===== src/hw/rtl/tpts_pkg.sv =====
package tpts_pkg;

   // field widths fixed by the interface
   localparam int CMD_W   = 2;
   localparam int POS_W   = 12;
   localparam int PHYS_W  = 3;
   localparam int LEVEL_W = 3;

   // half of the signed position range, used to bias operands positive
   localparam int POS_HALF = 1 << (POS_W - 1);

   // default grid size
   localparam int DEF_NODES_PER_AXIS = 8;

   // command codes
   localparam logic [CMD_W-1:0] CMD_LOOKUP = 2'd0;
   localparam logic [CMD_W-1:0] CMD_SET    = 2'd1;
   localparam logic [CMD_W-1:0] CMD_SHIFT  = 2'd2;

   // result kinds
   localparam logic KIND_LOOKUP = 1'b0;
   localparam logic KIND_SCROLL = 1'b1;

   // controller to datapath commands
   typedef struct packed {
      logic capture;
      logic mul;
      logic rem;
      logic mem_wr;
      logic mem_rd;
      logic look_out;
      logic col_init;
      logic row_init;
      logic scan_rd;
      logic step;
      logic pend_push;
      logic pend_out;
      logic flush_out;
      logic commit;
   } tpts_ctl_type;

   // datapath to controller status
   typedef struct packed {
      logic [CMD_W-1:0] cmd;
      logic             col_nz;
      logic             row_nz;
      logic             skip;
      logic             hit;
      logic             pend_valid;
      logic             out_free;
      logic             inner_last;
      logic             outer_last;
      logic             phase_row;
   } tpts_sts_type;

endpackage


===== src/hw/rtl/tpts_ctrl.sv =====
module tpts_ctrl
   import tpts_pkg::*;
(
   input  logic             clock,
   input  logic             reset,
   input  logic             req_valid,
   input  logic [CMD_W-1:0] req_cmd,
   output logic             req_stall,
   input  tpts_sts_type     sts,
   output tpts_ctl_type     ctl
);

   localparam logic [2:0] ST_IDLE     = 3'd0;
   localparam logic [2:0] ST_MUL      = 3'd1;
   localparam logic [2:0] ST_REM      = 3'd2;
   localparam logic [2:0] ST_ACCESS   = 3'd3;
   localparam logic [2:0] ST_LOOK_OUT = 3'd4;
   localparam logic [2:0] ST_SCAN_RD  = 3'd5;
   localparam logic [2:0] ST_SCAN_CHK = 3'd6;
   localparam logic [2:0] ST_FLUSH    = 3'd7;

   logic [2:0] state_ff;
   logic [2:0] state_in;
   logic       scan_done;

   // new transactions only while idle
   assign req_stall = (state_ff != ST_IDLE);

   // last entry of the current scan phase
   assign scan_done = sts.inner_last && sts.outer_last;

   // next state and commands
   always_comb begin
      state_in = state_ff;
      ctl      = '0;
      case (state_ff)
         ST_IDLE: begin
            if (req_valid) begin
               ctl.capture = 1'b1;
               if (req_cmd == CMD_LOOKUP || req_cmd == CMD_SET || req_cmd == CMD_SHIFT) begin
                  state_in = ST_MUL;
               end
            end
         end
         ST_MUL: begin
            ctl.mul  = 1'b1;
            state_in = ST_REM;
         end
         ST_REM: begin
            ctl.rem = 1'b1;
            if (sts.cmd != CMD_SHIFT) begin
               state_in = ST_ACCESS;
            end else if (sts.col_nz) begin
               ctl.col_init = 1'b1;
               state_in     = ST_SCAN_RD;
            end else if (sts.row_nz) begin
               ctl.row_init = 1'b1;
               state_in     = ST_SCAN_RD;
            end else begin
               state_in = ST_FLUSH;
            end
         end
         ST_ACCESS: begin
            if (sts.cmd == CMD_SET) begin
               ctl.mem_wr = 1'b1;
               state_in   = ST_IDLE;
            end else begin
               ctl.mem_rd = 1'b1;
               state_in   = ST_LOOK_OUT;
            end
         end
         ST_LOOK_OUT: begin
            if (sts.out_free) begin
               ctl.look_out = 1'b1;
               state_in     = ST_IDLE;
            end
         end
         ST_SCAN_RD: begin
            if (sts.skip) begin
               if (!scan_done) begin
                  ctl.step = 1'b1;
               end else if (!sts.phase_row && sts.row_nz) begin
                  ctl.row_init = 1'b1;
               end else begin
                  state_in = ST_FLUSH;
               end
            end else begin
               ctl.scan_rd = 1'b1;
               state_in    = ST_SCAN_CHK;
            end
         end
         ST_SCAN_CHK: begin
            // a second hit has to wait until the older one can leave
            if (!(sts.hit && sts.pend_valid && !sts.out_free)) begin
               ctl.pend_push = sts.hit;
               ctl.pend_out  = sts.hit && sts.pend_valid;
               if (!scan_done) begin
                  ctl.step = 1'b1;
                  state_in = ST_SCAN_RD;
               end else if (!sts.phase_row && sts.row_nz) begin
                  ctl.row_init = 1'b1;
                  state_in     = ST_SCAN_RD;
               end else begin
                  state_in = ST_FLUSH;
               end
            end
         end
         ST_FLUSH: begin
            if (!sts.pend_valid) begin
               ctl.commit = 1'b1;
               state_in   = ST_IDLE;
            end else if (sts.out_free) begin
               ctl.flush_out = 1'b1;
               ctl.commit    = 1'b1;
               state_in      = ST_IDLE;
            end
         end
         default: begin
            state_in = ST_IDLE;
         end
      endcase
   end

   // state register
   always_ff @(posedge clock) begin
      if (reset) begin
         state_ff <= ST_IDLE;
      end else begin
         state_ff <= state_in;
      end
   end

endmodule


===== src/hw/rtl/tpts_datapath.sv =====
module tpts_datapath
   import tpts_pkg::*;
#(
   parameter int NODES = DEF_NODES_PER_AXIS
)
(
   input  logic                     clock,
   input  logic                     reset,
   input  logic [CMD_W-1:0]         req_cmd,
   input  logic signed [POS_W-1:0]  req_pos_x,
   input  logic signed [POS_W-1:0]  req_pos_y,
   input  logic                     req_resident_in,
   input  logic                     csr_wr,
   input  logic [LEVEL_W-1:0]       csr_page_level,
   input  tpts_ctl_type             ctl,
   output tpts_sts_type             sts,
   input  logic                     rsp_stall,
   output logic                     rsp_valid,
   output logic                     rsp_kind,
   output logic [PHYS_W-1:0]        rsp_phys_x,
   output logic [PHYS_W-1:0]        rsp_phys_y,
   output logic                     rsp_resident,
   output logic                     rsp_last
);

   localparam int OW    = $clog2(NODES);
   localparam int OW1   = OW + 1;
   localparam int CW    = $clog2(NODES + 1);
   localparam int DEPTH = NODES * NODES;
   localparam int AW    = $clog2(DEPTH);
   localparam int VW    = POS_W + 1;
   // bias is a multiple of the grid size, so the remainder is unchanged
   localparam int BIAS  = NODES * ((POS_HALF + NODES - 1) / NODES);
   // reciprocal precision, exact for every biased operand
   localparam int RS    = VW + OW + 2;
   localparam int PW    = VW + RS;
   localparam int RECIP = ((1 << RS) + NODES - 1) / NODES;

   // (a + b) mod grid size, both below the grid size
   function automatic logic [OW-1:0] wrap_add(input logic [OW-1:0] a, input logic [OW-1:0] b);
      logic [OW1-1:0] s;
      s = {1'b0, a} + {1'b0, b};
      if (s >= OW1'(NODES)) begin
         s = s - OW1'(NODES);
      end
      return s[OW-1:0];
   endfunction

   // row-major slot address
   function automatic logic [AW-1:0] slot_addr(input logic [OW-1:0] px, input logic [OW-1:0] py);
      return AW'(int'(py) * NODES + int'(px));
   endfunction

   // configuration and window state
   logic [LEVEL_W-1:0] level_ff;
   logic [OW-1:0]      offx_ff;
   logic [OW-1:0]      offy_ff;

   // captured transaction
   logic [CMD_W-1:0]   cmd_ff;
   logic               res_in_ff;
   logic [VW-1:0]      opx_ff;
   logic [VW-1:0]      opy_ff;
   logic               unal_ff;
   logic               dxpos_ff;
   logic               dxneg_ff;
   logic               dypos_ff;
   logic [CW-1:0]      cx_ff;
   logic [CW-1:0]      cy_ff;

   // modulo unit
   logic [VW-1:0]      qx_ff;
   logic [VW-1:0]      qy_ff;
   logic [OW-1:0]      sx_ff;
   logic [OW-1:0]      sy_ff;

   // scan sequencing
   logic               phase_row_ff;
   logic [OW-1:0]      i_ff;
   logic [OW-1:0]      j_ff;
   logic [OW-1:0]      cand_px_ff;
   logic [OW-1:0]      cand_py_ff;
   logic               pend_valid_ff;
   logic [OW-1:0]      pend_px_ff;
   logic [OW-1:0]      pend_py_ff;

   // resident store
   logic               res_mem [DEPTH];
   logic [DEPTH-1:0]   vld_ff;
   logic               rd_data_ff;
   logic               rd_vld_ff;

   // output register
   logic               rsp_valid_ff;
   logic               rsp_kind_ff;
   logic [OW-1:0]      rsp_px_ff;
   logic [OW-1:0]      rsp_py_ff;
   logic               rsp_res_ff;
   logic               rsp_last_ff;

   // capture-side decode
   logic signed [POS_W-1:0] shx;
   logic signed [POS_W-1:0] shy;
   logic [POS_W-1:0]        lvl_mask;
   logic                    unal;
   logic signed [POS_W-1:0] op_x;
   logic signed [POS_W-1:0] op_y;
   logic [VW-1:0]           v_x;
   logic [VW-1:0]           v_y;
   logic [VW-1:0]           ext_x;
   logic [VW-1:0]           ext_y;
   logic [VW-1:0]           abs_x;
   logic [VW-1:0]           abs_y;
   logic [CW-1:0]           cx;
   logic [CW-1:0]           cy;

   assign shx      = req_pos_x >>> level_ff;
   assign shy      = req_pos_y >>> level_ff;
   assign lvl_mask = ~({POS_W{1'b1}} << level_ff);
   assign unal     = (|(lvl_mask & req_pos_x)) | (|(lvl_mask & req_pos_y));
   assign op_x     = (req_cmd == CMD_SHIFT) ? shx : req_pos_x;
   assign op_y     = (req_cmd == CMD_SHIFT) ? shy : req_pos_y;
   assign v_x      = {op_x[POS_W-1], op_x} + VW'(BIAS);
   assign v_y      = {op_y[POS_W-1], op_y} + VW'(BIAS);
   assign ext_x    = {shx[POS_W-1], shx};
   assign ext_y    = {shy[POS_W-1], shy};
   assign abs_x    = shx[POS_W-1] ? (~ext_x + 1'b1) : ext_x;
   assign abs_y    = shy[POS_W-1] ? (~ext_y + 1'b1) : ext_y;
   assign cx       = (abs_x > VW'(NODES)) ? CW'(NODES) : abs_x[CW-1:0];
   assign cy       = (abs_y > VW'(NODES)) ? CW'(NODES) : abs_y[CW-1:0];

   // page level register
   always_ff @(posedge clock) begin
      if (reset) begin
         level_ff <= '0;
      end else if (csr_wr) begin
         level_ff <= csr_page_level;
      end
   end

   // transaction capture
   always_ff @(posedge clock) begin
      if (ctl.capture) begin
         cmd_ff    <= req_cmd;
         res_in_ff <= req_resident_in;
         opx_ff    <= v_x;
         opy_ff    <= v_y;
         unal_ff   <= unal;
         dxpos_ff  <= !shx[POS_W-1] && (shx != '0);
         dxneg_ff  <= shx[POS_W-1];
         dypos_ff  <= !shy[POS_W-1] && (shy != '0);
         cx_ff     <= cx;
         cy_ff     <= cy;
      end
   end

   // modulo: quotient by reciprocal, then remainder plus offset
   logic [PW-1:0] prod_x;
   logic [PW-1:0] prod_y;
   logic [VW-1:0] w_x;
   logic [VW-1:0] w_y;

   assign prod_x = PW'(opx_ff) * PW'(RECIP);
   assign prod_y = PW'(opy_ff) * PW'(RECIP);
   assign w_x    = opx_ff - VW'(qx_ff * NODES);
   assign w_y    = opy_ff - VW'(qy_ff * NODES);

   always_ff @(posedge clock) begin
      if (ctl.mul) begin
         qx_ff <= prod_x[PW-1:RS];
         qy_ff <= prod_y[PW-1:RS];
      end
      if (ctl.rem) begin
         sx_ff <= wrap_add(w_x[OW-1:0], offx_ff);
         sy_ff <= wrap_add(w_y[OW-1:0], offy_ff);
      end
   end

   // window offset, advanced or cleared at the end of a shift
   always_ff @(posedge clock) begin
      if (reset) begin
         offx_ff <= '0;
         offy_ff <= '0;
      end else if (ctl.commit) begin
         offx_ff <= unal_ff ? '0 : sx_ff;
         offy_ff <= unal_ff ? '0 : sy_ff;
      end
   end

   // scan position to logical and physical page
   logic [CW-1:0] col_cnt;
   logic [CW-1:0] row_cnt;
   logic [CW-1:0] cnt;
   logic [OW-1:0] rev_i;
   logic [OW-1:0] lx;
   logic [OW-1:0] ly;
   logic [OW-1:0] spx;
   logic [OW-1:0] spy;
   logic          skip;

   assign col_cnt = unal_ff ? '0 : cx_ff;
   assign row_cnt = unal_ff ? CW'(NODES) : cy_ff;
   assign cnt     = phase_row_ff ? row_cnt : col_cnt;
   assign rev_i   = OW'(NODES - 1) - i_ff;
   assign lx      = phase_row_ff ? j_ff : (dxpos_ff ? i_ff : rev_i);
   assign ly      = phase_row_ff ? ((unal_ff || dypos_ff) ? i_ff : rev_i) : j_ff;
   assign spx     = wrap_add(lx, offx_ff);
   assign spy     = wrap_add(ly, offy_ff);
   // corner pages were already reported in the column pass
   assign skip    = phase_row_ff && !unal_ff &&
                    ((dxpos_ff && (CW'(j_ff) < cx_ff)) ||
                     (dxneg_ff && (CW'(j_ff) >= (CW'(NODES) - cx_ff))));

   always_ff @(posedge clock) begin
      if (ctl.col_init || ctl.row_init) begin
         phase_row_ff <= ctl.row_init;
         i_ff         <= '0;
         j_ff         <= '0;
      end else if (ctl.step) begin
         if (j_ff == OW'(NODES - 1)) begin
            j_ff <= '0;
            i_ff <= i_ff + 1'b1;
         end else begin
            j_ff <= j_ff + 1'b1;
         end
      end
      if (ctl.scan_rd) begin
         cand_px_ff <= spx;
         cand_py_ff <= spy;
      end
   end

   // held hit, sent once the next hit or the end of the scan is known
   always_ff @(posedge clock) begin
      if (reset) begin
         pend_valid_ff <= 1'b0;
      end else if (ctl.pend_push) begin
         pend_valid_ff <= 1'b1;
      end else if (ctl.flush_out) begin
         pend_valid_ff <= 1'b0;
      end
   end

   always_ff @(posedge clock) begin
      if (ctl.pend_push) begin
         pend_px_ff <= cand_px_ff;
         pend_py_ff <= cand_py_ff;
      end
   end

   // resident store, one write and one registered read port
   logic [AW-1:0] wr_addr;
   logic [AW-1:0] rd_addr;
   logic          rd_en;

   assign wr_addr = slot_addr(sx_ff, sy_ff);
   assign rd_addr = ctl.scan_rd ? slot_addr(spx, spy) : wr_addr;
   assign rd_en   = ctl.mem_rd || ctl.scan_rd;

   always_ff @(posedge clock) begin
      if (ctl.mem_wr) begin
         res_mem[wr_addr] <= res_in_ff;
      end
      if (rd_en) begin
         rd_data_ff <= res_mem[rd_addr];
      end
   end

   // per-slot written flags, a slot never written reads as not resident
   always_ff @(posedge clock) begin
      if (reset) begin
         vld_ff <= '0;
      end else if (ctl.mem_wr) begin
         vld_ff[wr_addr] <= 1'b1;
      end
   end

   always_ff @(posedge clock) begin
      if (rd_en) begin
         rd_vld_ff <= vld_ff[rd_addr];
      end
   end

   // output register
   logic out_load;
   logic out_free;
   logic hit;

   assign hit      = rd_vld_ff & rd_data_ff;
   assign out_free = !rsp_valid_ff || !rsp_stall;
   assign out_load = ctl.look_out || ctl.pend_out || ctl.flush_out;

   always_ff @(posedge clock) begin
      if (reset) begin
         rsp_valid_ff <= 1'b0;
      end else if (out_load) begin
         rsp_valid_ff <= 1'b1;
      end else if (!rsp_stall) begin
         rsp_valid_ff <= 1'b0;
      end
   end

   always_ff @(posedge clock) begin
      if (out_load) begin
         rsp_kind_ff <= ctl.look_out ? KIND_LOOKUP : KIND_SCROLL;
         rsp_px_ff   <= ctl.look_out ? sx_ff : pend_px_ff;
         rsp_py_ff   <= ctl.look_out ? sy_ff : pend_py_ff;
         rsp_res_ff  <= ctl.look_out ? hit : 1'b1;
         rsp_last_ff <= ctl.look_out || ctl.flush_out;
      end
   end

   assign rsp_valid    = rsp_valid_ff;
   assign rsp_kind     = rsp_kind_ff;
   assign rsp_phys_x   = PHYS_W'(rsp_px_ff);
   assign rsp_phys_y   = PHYS_W'(rsp_py_ff);
   assign rsp_resident = rsp_res_ff;
   assign rsp_last     = rsp_last_ff;

   // status to controller
   always_comb begin
      sts            = '0;
      sts.cmd        = cmd_ff;
      sts.col_nz     = (col_cnt != '0);
      sts.row_nz     = (row_cnt != '0);
      sts.skip       = skip;
      sts.hit        = hit;
      sts.pend_valid = pend_valid_ff;
      sts.out_free   = out_free;
      sts.inner_last = (j_ff == OW'(NODES - 1));
      sts.outer_last = ((CW'(i_ff) + CW'(1)) == cnt);
      sts.phase_row  = phase_row_ff;
   end

endmodule


===== src/hw/rtl/toroidal_page_table_scroll_top.sv =====
// Toroidal page table with a scrolling window.
// req_* carries one transaction: lookup, set resident bit, or shift window.
// rsp_* returns results; rsp_last marks the final result of a transaction.
// csr_* writes the page level; csr_ready is always high, write only while idle.
// A lookup answers once; its result goes through the MUL, REM, ACCESS and
// LOOK_OUT states into the output register, and the next transaction can be
// taken while it is shown. A set gives no result and writes in ACCESS.
// A shift first runs the MUL and REM states of the reciprocal modulo unit, then
// visits each page in SCAN_RD and SCAN_CHK (a corner page skipped in the
// row pass in SCAN_RD only), then finishes in FLUSH; an unaligned shift
// visits all N*N pages. Each visited page is one read of the resident store.
// One result is held back so that the last flag is known when it leaves.
// A stalled receiver holds the output register; the scan then waits when a
// second resident page is found, so no result is lost.
// Reset clears the written flags (so no slot reads resident), the window
// offset, page level and all pending results; no clearing pass is needed.
module toroidal_page_table_scroll_top
   import tpts_pkg::*;
#(
   parameter int NODES_PER_AXIS = DEF_NODES_PER_AXIS
)
(
   input  logic                     clock,
   input  logic                     reset,
   input  logic                     req_valid,
   output logic                     req_stall,
   input  logic [CMD_W-1:0]         req_cmd,
   input  logic signed [POS_W-1:0]  req_pos_x,
   input  logic signed [POS_W-1:0]  req_pos_y,
   input  logic                     req_resident_in,
   output logic                     rsp_valid,
   input  logic                     rsp_stall,
   output logic                     rsp_kind,
   output logic [PHYS_W-1:0]        rsp_phys_x,
   output logic [PHYS_W-1:0]        rsp_phys_y,
   output logic                     rsp_resident,
   output logic                     rsp_last,
   input  logic                     csr_valid,
   output logic                     csr_ready,
   input  logic [LEVEL_W-1:0]       csr_page_level
);

   tpts_ctl_type ctl;
   tpts_sts_type sts;

   // configuration writes are always taken
   assign csr_ready = 1'b1;

   // sequencer
   tpts_ctrl u_ctrl (
      .clock     (clock),
      .reset     (reset),
      .req_valid (req_valid),
      .req_cmd   (req_cmd),
      .req_stall (req_stall),
      .sts       (sts),
      .ctl       (ctl)
   );

   // table, modulo unit, scan and output register
   tpts_datapath #(
      .NODES (NODES_PER_AXIS)
   ) u_datapath (
      .clock           (clock),
      .reset           (reset),
      .req_cmd         (req_cmd),
      .req_pos_x       (req_pos_x),
      .req_pos_y       (req_pos_y),
      .req_resident_in (req_resident_in),
      .csr_wr          (csr_valid && csr_ready),
      .csr_page_level  (csr_page_level),
      .ctl             (ctl),
      .sts             (sts),
      .rsp_stall       (rsp_stall),
      .rsp_valid       (rsp_valid),
      .rsp_kind        (rsp_kind),
      .rsp_phys_x      (rsp_phys_x),
      .rsp_phys_y      (rsp_phys_y),
      .rsp_resident    (rsp_resident),
      .rsp_last        (rsp_last)
   );

endmodule


===== config.mk =====
export PLATFORM = sky130hd
export DESIGN_NAME = toroidal_page_table_scroll_top
export DESIGN_NICKNAME = d
export VERILOG_FILES = /design/src/hw/rtl/tpts_pkg.sv /design/src/hw/rtl/tpts_ctrl.sv /design/src/hw/rtl/tpts_datapath.sv /design/src/hw/rtl/toroidal_page_table_scroll_top.sv
export SDC_FILE = /design/constraint.sdc
export NUM_CORES = 1
export LEC_CHECK = 0
export ABC_CLOCK_PERIOD_IN_PS = 3500
export BUFFER_PORTS_ARGS = -buffer_cell sky130_fd_sc_hd__buf_2
export CORE_AREA = 5 5 251 155
export CTS_BUF_LIST = sky130_fd_sc_hd__clkbuf_4
export DETAILED_ROUTE_END_ITERATION = 16
export DIE_AREA = 0 0 256 160
export GPL_ROUTABILITY_DRIVEN = 0
export GPL_TIMING_DRIVEN = 0
export PLACE_DENSITY = 0.54
export SETUP_SLACK_MARGIN = 0.05
export SKIP_CTS_REPAIR_TIMING = 1
export SLEW_MARGIN = 40
export SYNTH_ARGS = -nofsm -noshare
export SYNTH_HDL_FRONTEND = slang
export SYNTH_SLANG_ARGS = --single-unit

===== constraint.sdc =====
create_clock -name clock -period 3.5 [get_ports clock]
set_input_delay 0.35 -clock clock [delete_from_list [all_inputs] [get_ports clock]]
set_output_delay 0.35 -clock clock [all_outputs]
set_load 0.1 [all_outputs]

==> impl_metrics.toml <==
[layout]
fin_util = 0.3642
n_fill_cell = 3654
finalNetCount = 1290
syn_to_final_growth_pct = 22.24
layout-drive-gt1-share = 0.2266

[drt]
firstDrtPassIters = 5
dr_total_vias = 9170
routed_via_density = 5.313
route.detailed.drc = 0
first_iter_violations = 1064
wl_per_cell_um = 19.72
wl_mm = 34.04
ant_nets = 0

[status]
status = "complete, but fails checks"
violations = "negative setup slack"

[clock_tree]
cts.reportedPaths.clkPinSlew_ns = 0.17
cts.path.max_buffers = 2
clkSinkCount = 199
worstSkewPairLatency_ns = 0.64
tritoncts = "built"
cts-root-buf = "clkbuf_4"
htreeDepth = 4
cts_buffers = 17

[flow_run]
maxCapViolations = 0

[timing]
finalSetupViolations = 1
fmax_ghz = 0.2821
tightest_slew_ns = 0.8093
min_period_ns = 3.545
maxSlewHeadroom = 0.4605
hold_viol = 0
final.setup.tns_ns = -0.04535
fin_ws_ns = -0.04535
clock_skew_ns = 0.03417
rsz0062_at_grt = "yes"
fin_crit_sh = 1.013
slew_violations = 0

[placed_design]
port_buffers = 44
dp_hpwl_mm = 24.91

[synthesis]
synth.largest_area_cell = "edfxtp_1"
synth_warnings = 0
synth-edff-count = 115
ys_async_sr_fraction = 0
synth_top_area_frac = 0.3213
avgSynthCellArea_um2 = 9.666
netlist_area_um2 = 10750
synthCells = 1112
yosys_register_bits = 199
netlist_top_cells_area = "edfxtp_1 32%, dfxtp_1 16%, nor2_1 8.8%"
syn_nets = 1166
ys.flop_type = "edfxtp_1"
synth_cell_types = 85
ys_seq_area_frac = 0.4777

[min_path]
hold_class = "in2reg"

[pwr]
p_per_area_nw_per_um2 = 365.5
pwr-share-comb = 0.215
swShare = 0.3140
switching_power_mw = 1.508
ir_drop_v = 0.0002027
seq_power_share = 0.534
p_leak_nw = 4.554
power_frac_clock = 0.251
intPower_mw = 3.295

[floorplanning]
start_util = 0.2979
fp-row-count = 54
fp.dieW_um = 256
die_h_um = 160
floorplan.io_pins = 47
dieArea_um2 = 40960
core_um2 = 36080

[global_route]
grtUsageTotal = 0.1601
grt_pass1_wl_mm = 51.04
overflow = 0
grt_start_max_net_pins = 21
grt_pass1_vias = 8272
antenna_found_initial = 1

[critical_path]
arrival_ns = 3.99
worstSetupPathType = "reg2reg"
critPathLaunchType = "register"
crit_path_end_kind = "register"
required_ns = 3.94
reg2reg_slack_ns = -0.05
worst-path-max-fanout = 10
-- registers in the layout, summed over array words and instances, names as in the netlist, 4 cells and up --
name	cells
u_datapath.cy_ff	4
u_datapath.res_mem	64
u_datapath.vld_ff	64
u_datapath.cx_ff	4
-- stage by stage --
step                      instances  power [mW]  hold WS, ns  setup WS [ns]  cell area, um2
after CTS                      1669       4.636      -0.1661         -1.051           11900
after global placement         1632       3.421       0.4123         -1.045           11560
after detailed placement       1637       3.440       0.4107         -1.022           11640
after floorplan                1112       3.157       0.4003         0.3073           10750
final                          1726       4.802      0.04898       -0.04535           13140
after global routing           1726       5.020      0.02811        -0.1299           13140
-- logic make-up after synthesis --
group | count (synthesis) | synth area share
adders and majority gates | 19 | 0.02491
DFF | 199 | 0.4777
AOI/OAI and AO/OA | 197 | 0.1268
xor gates and xnor gates | 26 | 0.02188
and+or+nand+nor | 504 | 0.2109
buffers and inverters | 92 | 0.03911
muxes | 74 | 0.09836
other | 1 | 0.0003489
-- worst max-delay path: stages, from the launching register on --
cell	delay (ns)
edfxtp_1	0.47
inv_1	0.07
ha_2	0.18
xor2_1	0.14
ha_1	0.32
a21oi_1	0.19
o21ai_2	0.12
a22o_1	0.22
clkbuf_4	0.23
a221oi_1	0.32
nor2_1	0.12
mux2i_4	0.20
o2111ai_4	0.20
nor4b_4	0.20
a2111oi_4	0.38
-- placed cells by master, fill, tap and decap left out, drive strengths merged, types with 6 or more instances in the layout --
master         n
xor2          11
ha            15
nor3           6
mux2           9
clkbuf        57
a221oi        21
a31oi         10
a21boi         6
o21ai         43
and3           7
nor2b         10
edfxtp       115
mux4          18
nand2b        18
nand3         52
a22oi          6
a21oi         50
a211oi        10
nor2         253
buf          118
dlygate4sd3    7
nand2        109
dfxtp         84
nor4           9
nand3b        11
o31ai          8
inv           37
mux2i         47
xnor2         15
-- synthesized netlist by cell type, types with 5 or more instances --
cell	number
mux2i_1	43
mux4_1	7
o2111ai_1	5
dfxtp_1	84
xor2_1	11
nand3_1	49
inv_1	31
o31ai_1	6
a21oi_1	46
a311oi_1	5
mux2_2	8
nor2_1	252
o21ai_0	39
nor3_1	5
buf_6	6
nand3b_1	11
nor2b_1	10
and3_1	6
edfxtp_1	115
a22oi_1	6
nand2b_1	18
a221oi_1	21
clkbuf_1	34
ha_1	15
a21boi_0	5
buf_2	11
a211oi_1	10
nand2_1	106
o211ai_1	5
nor4_1	8
mux4_2	11
xnor2_1	14
or3_1	5
nor4b_1	5
a31oi_1	9
-- power groups by stage --
| stage | Sequential, mW | Combinational [mW] | Clock, mW |
|---|---|---|---|
| 2_1_floorplan | 2.63 | 0.529 | 0 |
| 3_3_place_gp | 2.64 | 0.785 | 0 |
| 3_5_place_dp | 2.62 | 0.824 | 0 |
| 4_1_cts | 2.56 | 0.827 | 1.24 |
| 5_1_grt | 2.57 | 1.10 | 1.35 |
| 6_report | 2.56 | 1.03 | 1.21 |
-- layout make-up --
type,count,area (um2),share of cell area
antenna,1,2.502,0.0001904
buffer,59,396.6,0.03018
clock buffer,18,135.1,0.01028
clock inverter,14,125.1,0.009522
inverter,33,130.1,0.009903
multi-input combinational,821,5817,0.4427
sequential,199,5137,0.3910
tap,476,595.6,0.04532
timing repair buffer,105,800.8,0.06094
-- per-layer routing --
layer / vias up / wire, um / GRT usage
met4: 0 / 292 / 0.03260
met3: 27 / 3159 / 0.02999
li1: 4259 / - / -
met1: 4492 / 17980 / 0.2771
met5: - / 0 / 0
met2: 392 / 12610 / 0.1965
-- worst paths after layout --
check,startpoint,depth (start not counted),to
hold / removal,csr_valid,3,u_datapath.level_ff[1]
setup reg to reg,u_datapath.cx_ff[0],14,u_datapath.rd_vld_ff
hold reg to reg,u_datapath.cand_px_ff[1],0,u_datapath.pend_px_ff[1]
setup / recovery,u_datapath.cx_ff[0],14,u_datapath.rd_vld_ff
No activity file was read; power rests on OpenSTA's default activity.
